===== config.mk =====
export PLATFORM = sky130hd
export DESIGN_NAME = stfl_ctrl
export DESIGN_NICKNAME = d
export VERILOG_FILES = /design/src/rtl/stfl_pkg.sv /design/src/rtl/stfl_ctrl.sv
export SDC_FILE = /design/constraint.sdc
export NUM_CORES = 1
export LEC_CHECK = 0
export BUFFER_PORTS_ARGS = -buffer_cell sky130_fd_sc_hd__buf_2
export CAP_MARGIN = 40
export CORE_AREA = 5 5 46 48
export DETAILED_ROUTE_END_ITERATION = 12
export DIE_AREA = 0 0 51 53
export PLACE_DENSITY = 0.73
export SLEW_MARGIN = 40
export SYNTH_ARGS = -nofsm -noshare
export SYNTH_HDL_FRONTEND = slang
export SYNTH_SLANG_ARGS = --single-unit

===== constraint.sdc =====
create_clock -name clk -period 4.6 [get_ports clk]
set_input_delay 1.38 -clock clk [delete_from_list [all_inputs] [get_ports clk]]
set_output_delay 1.38 -clock clk [all_outputs]
set_load 0.05 [all_outputs]

===== src/rtl/stfl_pkg.sv =====
// Shared types, codes and defaults of the sample table frame locator.
package stfl_pkg;

  localparam int MAP_DEPTH_DEF    = 64;
  localparam int CHUNK_DEPTH_DEF  = 4096;
  localparam int SAMPLE_DEPTH_DEF = 16384;

  localparam int IN_DATA_W  = 96;
  localparam int OUT_DATA_W = 104;
  localparam int MAP_W      = 34;

  localparam logic [1:0] FN_LOAD_MAP    = 2'd0;
  localparam logic [1:0] FN_LOAD_CHUNK  = 2'd1;
  localparam logic [1:0] FN_LOAD_SIZE   = 2'd2;
  localparam logic [1:0] FN_LOCATE      = 2'd3;

  localparam logic [1:0] ST_FOUND  = 2'd0;
  localparam logic [1:0] ST_BEYOND = 2'd1;
  localparam logic [1:0] ST_NOMAP  = 2'd2;

  localparam logic [1:0] REG_MAP_ENTRIES   = 2'd0;
  localparam logic [1:0] REG_CHUNKS_IN_USE = 2'd1;
  localparam logic [1:0] REG_FIXED_SIZE    = 2'd2;

  typedef struct packed {
    logic start;
    logic set_beyond;
    logic set_nomap;
    logic map_cmp;
    logic advance;
    logic found;
    logic off_cap;
    logic mul;
    logic add;
    logic sum_acc;
    logic size_cap;
    logic out_load;
  } cmd_t;

  typedef struct packed {
    logic is_locate;
    logic nchunk_zero;
    logic j_end;
    logic hit;
    logic over;
    logic last_chunk;
    logic fixed_zero;
    logic k_end;
    logic out_free;
  } sts_t;

endpackage


===== src/rtl/stfl_ctrl.sv =====
// Sequencer of the locate walk.
module stfl_ctrl (
  input  logic          clk,
  input  logic          rst_n,
  input  logic          in_tvalid,
  output logic          in_tready,
  input  stfl_pkg::sts_t sts,
  output stfl_pkg::cmd_t cmd
);
  import stfl_pkg::*;

  typedef enum logic [9:0] {
    S_IDLE    = 10'b0000000001,
    S_MAP_RD  = 10'b0000000010,
    S_MAP_CMP = 10'b0000000100,
    S_CHK     = 10'b0000001000,
    S_OFF     = 10'b0000010000,
    S_MUL     = 10'b0000100000,
    S_ADD     = 10'b0001000000,
    S_SUM_RD  = 10'b0010000000,
    S_SUM_ACC = 10'b0100000000,
    S_FINISH  = 10'b1000000000
  } state_t;

  state_t state_r, state_nxt;

  always_ff @(posedge clk) begin
    if (!rst_n) begin
      state_r <= S_IDLE;
    end else begin
      state_r <= state_nxt;
    end
  end

  assign in_tready = (state_r == S_IDLE);

  always_comb begin
    state_nxt = state_r;
    cmd = '0;
    case (state_r)
      S_IDLE: begin
        if (in_tvalid && sts.is_locate) begin
          cmd.start = 1'b1;
          if (sts.nchunk_zero) begin
            cmd.set_beyond = 1'b1;
            state_nxt = S_FINISH;
          end else begin
            state_nxt = S_MAP_RD;
          end
        end
      end
      S_MAP_RD: begin
        state_nxt = sts.j_end ? S_CHK : S_MAP_CMP;
      end
      S_MAP_CMP: begin
        cmd.map_cmp = 1'b1;
        state_nxt = S_MAP_RD;
      end
      S_CHK: begin
        if (!sts.hit) begin
          cmd.set_nomap = 1'b1;
          state_nxt = S_FINISH;
        end else if (sts.over) begin
          cmd.found = 1'b1;
          state_nxt = S_OFF;
        end else if (sts.last_chunk) begin
          cmd.set_beyond = 1'b1;
          state_nxt = S_FINISH;
        end else begin
          cmd.advance = 1'b1;
          state_nxt = S_MAP_RD;
        end
      end
      S_OFF: begin
        cmd.off_cap = 1'b1;
        state_nxt = sts.fixed_zero ? S_SUM_RD : S_MUL;
      end
      S_MUL: begin
        cmd.mul = 1'b1;
        state_nxt = S_ADD;
      end
      S_ADD: begin
        cmd.add = 1'b1;
        state_nxt = S_FINISH;
      end
      S_SUM_RD: begin
        state_nxt = S_SUM_ACC;
      end
      S_SUM_ACC: begin
        if (sts.k_end) begin
          cmd.size_cap = 1'b1;
          state_nxt = S_FINISH;
        end else begin
          cmd.sum_acc = 1'b1;
          state_nxt = S_SUM_RD;
        end
      end
      S_FINISH: begin
        if (sts.out_free) begin
          cmd.out_load = 1'b1;
          state_nxt = S_IDLE;
        end
      end
      default: begin
        state_nxt = S_IDLE;
      end
    endcase
  end

endmodule


==> impl_metrics.tcl, run 1 <==
set metrics [dict create \
    status "complete, no violations" \
    grt-ovfl-total 0 \
    drt-wirelength-per-cell_um 13.6 \
    dp_hpwl_um 1420 \
    rsz0062_at_grt "false" \
    fmaxAchievable_ghz 0.270 \
    grt_max_degree 9 \
    r2r_setup_slack_ps 2990 \
    cts.sinks 10 \
    setup_violations 0 \
    clk_latency_ps 270 \
    area_growth_pct 20.0 \
    hold_end "state_r[3]$_SDFFE_PN0P_" \
    place_area_um2 870 \
    final_cells 133 \
    postCtsHoldBufs 0 \
    syn_nets 104 \
    via_count 771 \
    cts_tree "done" \
    grt_pass1_wl_um 3130 \
    drt_iter0_drc 10 \
    synth.area.top_cells "dfxtp_1 (27%), nand2_1 (4.5%), nor2b_1 (4.2%), nor2_1 (3.5%), and3_1 (3.4%)" \
    rows 15 \
    post-route-min-period_ps 3710 \
    track_usage_pct 15.1 \
    io_buffers 24 \
    drv_slew 0 \
    pwr_density_cell_nw_per_um2 276 \
    dieArea_um2 2700 \
    top_layer_used "met4" \
    cp_data_required_time_ps 3220 \
    worstPathArrival_ps 2330 \
    wirelength_um 1810 \
    ir_drop_v 0.000210 \
    worst_path_most_repeated_cell "buf_2" \
    antenna_cells 0 \
    htree_levels 1 \
    synth_top_cell_by_area "dfxtp_1" \
    hold_path_depth 2 \
    worst_pin_slew_ps 467 \
    path_cells "buf_2, nand2b_1, or2_2, o2bb2ai_1, buf_2" \
    power.total_w 0.000247 \
    largest_register "state_r" \
    r2r_start "state_r[8]$_SDFFE_PN0P_" \
    slowest_stage "buf_2" \
    cts_resized 0 \
    endpoint_kind "output pin" \
    top_regs "state_r (10)" \
    ys_seq_elements 10 \
    largest_reg_flops 10 \
    postCtsSetupRepairBufs 0 \
    wl_met2_um 808 \
    drive_gt1_share_pct 31.0 \
    coreArea_um2 1670 \
    syn_area_um2 743 \
    cp_max_fo 3 \
    floorplan.initialDensity_pct 44.5 \
    dp_cells 130 \
    crit_type "input pin to output pin" \
    synth.top_cell.area_share_pct 26.9 \
    ys_seq_area_share_pct 26.9 \
    critPathMaxStageDelay_ps 280 \
    antenna_found_initial 0 \
    synth_cells 92 \
    die_w_um 51 \
    avgViaCountPerCell 5.80 \
    worst-r2r-cell-count 4 \
    finalHoldViolCount 0 \
    cp-start-kind "input pin" \
    die_h_um 53 \
    startpoint "sts[4]" \
    io_pins 25 \
    drv_cap 0 \
    syn_area_per_cell_um2 8.08 \
    hold_class "register to register" \
    path_clk_slew_ps 60 \
    clockRootBuffer "clkbuf_4" \
    fin_skew_ps 2.60 \
    cts_made_buffers 3 \
    gp_congestion 0.762 \
    yosys.cell_types.count 39 \
    nFillCells 145 \
    drc 0 \
    ys_warn_count 0 \
    clockBufferDepth 2 \
    first_global_vias 762 \
    firstDrtPassIters 4 \
    final_cell_area_um2 892 \
    fin_crit_sh_pct 80.6 \
    met3WireLength_um 112 \
    fin_nets 130 \
    hold_path.startpoint "state_r[1]$_SDFFE_PN0P_" \
    wl_met1_um 842 \
    setup_tns_ps 0 \
    r2r_end "state_r[0]$_SDFFE_PN1P_" \
    slew_headroom_pct 68.6 \
    postRouteAntennaNets 0 \
    p_leak_nw 0.421 \
]
==> kinds of logic after synthesis <==
kind of cell	after synthesis	share of synthesized area, %
XOR/XNOR	2	2.36
flip-flops	10	26.9
AO/OA/AOI/OAI	16	15.3
AND/OR/NAND/NOR	57	51.3
buffers and inverters	7	4.04
==> per-layer routing <==
layer | vias up | global-route usage, %
li1 | 385 | -
met1 | 355 | 18.5
met2 | 26 | 23.8
met3 | 5 | 3.38
met4 | 0 | 9.42
met5 | - | 0
==> final cells by class <==
type	count	area, um2	area share, %
multi-input combinational	75	513	57.5
inverter	4	15.0	1.68
sequential	10	200	22.4
timing repair buffer	24	120	13.5
tap	17	21.3	2.38
clock buffer	3	22.5	2.52
==> metrics by stage <==
step	util (%)	worst slack, ps	hold slack (ps)
after floorplan	-	611	488
after global placement	52.1	915	519
after detailed placement	52.1	898	523
after CTS	53.4	892	533
after global routing	53.4	829	569
final	53.4	893	538
==> synth_stat cells, drive strengths merged <==
library cell and number:
dfxtp 10, and2 1, nand2b 3, inv 4
a21oi 1, nor4 5, o21a 1, o21ai 5
clkbuf 1, or2 2, a32o 1, nor3b 4
and2b 1, o211ai 1, nand4 1, nor3 7
nand2 9, a221oi 1, a22oi 1, nand4b 1
nor2 8, o2bb2ai 1, and3 4, and3b 2
o311a 1, nand3b 1, o31ai 1, buf 2
nor2b 5, or4 1, a211oi 1, nor4b 1
or2b 1, xor2 2, a41oi 1
==> how the worst max path moves through the flow <==
stage	slack, ps	endpoint
2_1_floorplan	610	cmd[10]
3_5_place_dp	900	cmd[10]
6_report	890	cmd[10]
5_1_grt	830	cmd[10]
3_3_place_gp	910	cmd[10]
4_1_cts	890	cmd[10]
==> critical path, delay by kind of cell <==
kind / cells / cell delay (ps)
compound gates: 1 / 130
buf+inv: 2 / 390
simple gates: 2 / 420
==> where the power goes <==
part	switching [W]	internal, W	leakage (nW)
sequential	0.00000736	0.0000909	0.0810
clock	0.0000314	0.0000304	0.0138
combinational	0.0000567	0.0000298	0.326
total	0.0000955	0.000151	0.421
==> layout by cell type (no fill, tap or decap), types with 3 or more instances in the layout <==
cell,instances
and3_1,4
buf_2,24
clkbuf_4,3
dfxtp_1,10
inv_1,4
nand2_1,9
nand2b_1,3
nor2_1,7
nor2b_1,5
nor3_1,5
nor3b_1,3
nor4_1,4
o21ai_0,5
No activity file was read; power rests on OpenSTA's default activity.
==> inputs of run 2 (changes only) <==
- CORE_AREA: 5 5 46 48 -> 5 5 48 50
- DIE_AREA: 0 0 51 53 -> 0 0 53 55
- PLACE_DENSITY: 0.73 -> 0.7
- clock period: 4.6 -> 3.34 ns (I/O delays scaled with it)
==> run 2 against run 1 <==
Die area up 7.8%. Core utilization shrank 4.1 points. Wire length up 3.7%. Global-route usage shrank 0.81 points. Clock-buffer cell count is 1 higher. Total power rose by 49%. Via count rose by 0.91%. Register-to-register slack worse by 1300 ps. Clock power up 83%. Setup slack got worse by 620 ps.
==> impl_metrics.tcl, run 2 (synthesized netlist as in run 1, its figures left out) <==
set metrics [dict create \
    wirelength_um 1880 \
    gp_congestion 0.711 \
    avgViaCountPerCell 5.40 \
    r2r_start "state_r[8]$_SDFFE_PN0P_" \
    cts_made_buffers 3 \
    p_sw_share_pct 36.8 \
    floorplan.initialDensity_pct 39.9 \
    hold_path.startpoint "state_r[7]$_SDFFE_PN0P_" \
    drt_iter0_drc 21 \
    clockRootBuffer "clkbuf_4" \
    dieArea_um2 2920 \
    via_count 778 \
    die_w_um 53 \
    track_usage_pct 14.3 \
    timing.final.ws_setup_ps 275 \
    path_cells "nor4_4, nand2_1, nor3_2, o2bb2ai_1, buf_2" \
    internal-power_w 0.000233 \
    power.total_w 0.000368 \
    postCtsHoldBufs 0 \
    rows 16 \
    p_clk_share_pct 30.7 \
    grt-ovfl-total 0 \
    drv_cap 0 \
    hold_class "register to register" \
    hold_path_depth 2 \
    io_pins 25 \
    clockBufferDepth 2 \
    grt_pass1_wl_um 2990 \
    fmaxAchievable_ghz 0.326 \
    cp-start-kind "register" \
    postRouteAntennaNets 0 \
    antenna_found_initial 0 \
    dp_hpwl_um 1480 \
    cts.sinks 10 \
    drt-wirelength-per-cell_um 13.0 \
    worst-r2r-cell-count 3 \
    area_growth_pct 23.6 \
    worst-path-buf-inv 1 \
    rsz0062_at_grt "false" \
    clk_latency_ps 280 \
    power.share.sequential_pct 36.9 \
    fin_nets 130 \
    coreArea_um2 1860 \
    fin_skew_ps 2.01 \
    nFillCells 182 \
    slew_headroom_pct 64.6 \
    setup_tns_ps 0 \
    endpoint_kind "output pin" \
    cp_data_required_time_ps 2340 \
    setup_violations 0 \
    worst_pin_slew_ps 523 \
    final_common_cell "buf_2" \
    seq_area_um2 200 \
    cp_max_fo 7 \
    cts_resized 0 \
    finalHoldViolCount 0 \
    power_frac_comb_pct 32.4 \
    path_clk_slew_ps 70 \
    largest_register "state_r" \
    r2r_setup_slack_ps 1700 \
    dp_slack_ps 383 \
    post-route-min-period_ps 3060 \
    grt_max_degree 9 \
    top_regs "state_r (10)" \
    p_leak_nw 0.428 \
    status "complete, no violations" \
    worstPathArrival_ps 2060 \
    htree_levels 1 \
    drive_gt1_share_pct 31.6 \
    postCtsSetupRepairBufs 0 \
    drc 0 \
    multiInputGateArea_um2 513 \
    slowest_stage "nor4_4" \
    io_buffers 24 \
    p_switching_w 0.000136 \
    critPathMaxStageDelay_ps 510 \
    drv_slew 0 \
    ir_drop_v 0.000355 \
    antenna_cells 0 \
    firstDrtPassIters 4 \
    r2r_end "state_r[6]$_SDFFE_PN0P_" \
    fin_util_pct 49.3 \
    crit_type "register to output pin" \
    pwr_density_cell_nw_per_um2 401 \
    cts_tree "done" \
    cp_top_family "simple AND/OR/NAND/NOR gates" \
    largest_reg_flops 10 \
    hold_end "state_r[8]$_SDFFE_PN0P_" \
    fin_crit_sh_pct 91.8 \
    first_global_vias 732 \
    die_h_um 55 \
    layout_common_cells "buf_2 (24), dfxtp_1 (10), nand2_1 (9)" \
]
run 2: cell types whose count changed in the layout (fill, tap and decap cells not counted), sizes merged:
cell / delta
clkbuf: +1
run 2: worst max-delay path by stage:
stage / slack, ps / endpoint / startpoint / cells past startpoint
6_report: 280 / cmd[10] / state_r[8]$_SDFFE_PN0P_ / 5
5_1_grt: 160 / cmd[10] / state_r[8]$_SDFFE_PN0P_ / 5
4_1_cts: 290 / cmd[10] / state_r[8]$_SDFFE_PN0P_ / 5
3_5_place_dp: 380 / cmd[10] / sts[4] / 5
3_3_place_gp: 410 / cmd[10] / sts[4] / 5
2_1_floorplan: 60 / cmd[1] / state_r[3]$_SDFFE_PN0P_ / 5
run 2: final cells by class:
type / instances / share of cell area, %
well taps: 27 / 3.68
repair buffers: 24 / 13.1
inverters: 4 / 1.63
flip-flops and latches: 10 / 21.8
clock buffers: 4 / 3.95
multi-input cells: 75 / 55.9
run 2: routing by layer:
layer	GRT usage [%]	part of all wire [%]
met1	16.3	44
met2	24.0	46
met3	2.41	6.7
met4	11.1	2.6
met5	0	0
run 2: stage by stage:
| step | cell area (um2) | cells | hold WS [ps] |
|---|---|---|---|
| finish | 918 | 144 | 560 |
| global route | 918 | 144 | 596 |
| CTS | 918 | 144 | 559 |
| detailed placement | 882 | 140 | 546 |
| global placement | 882 | 140 | 519 |
| floorplan | 743 | 92 | 488 |
run 2: power by group through the flow:
stage	clock network (W)	registers, W	logic (W)
after floorplan	0	0.000135	0.0000920
after global placement	0	0.000137	0.000118
after detailed placement	0	0.000138	0.000119
after CTS	0.000114	0.000135	0.000119
after global routing	0.000121	0.000138	0.000129
final	0.000113	0.000136	0.000119
run 2: worst min-delay path, cell delays in order (launching register included):
cell	delay (ps)
dfxtp_1	390
nand2_1	90
nor3_1	40
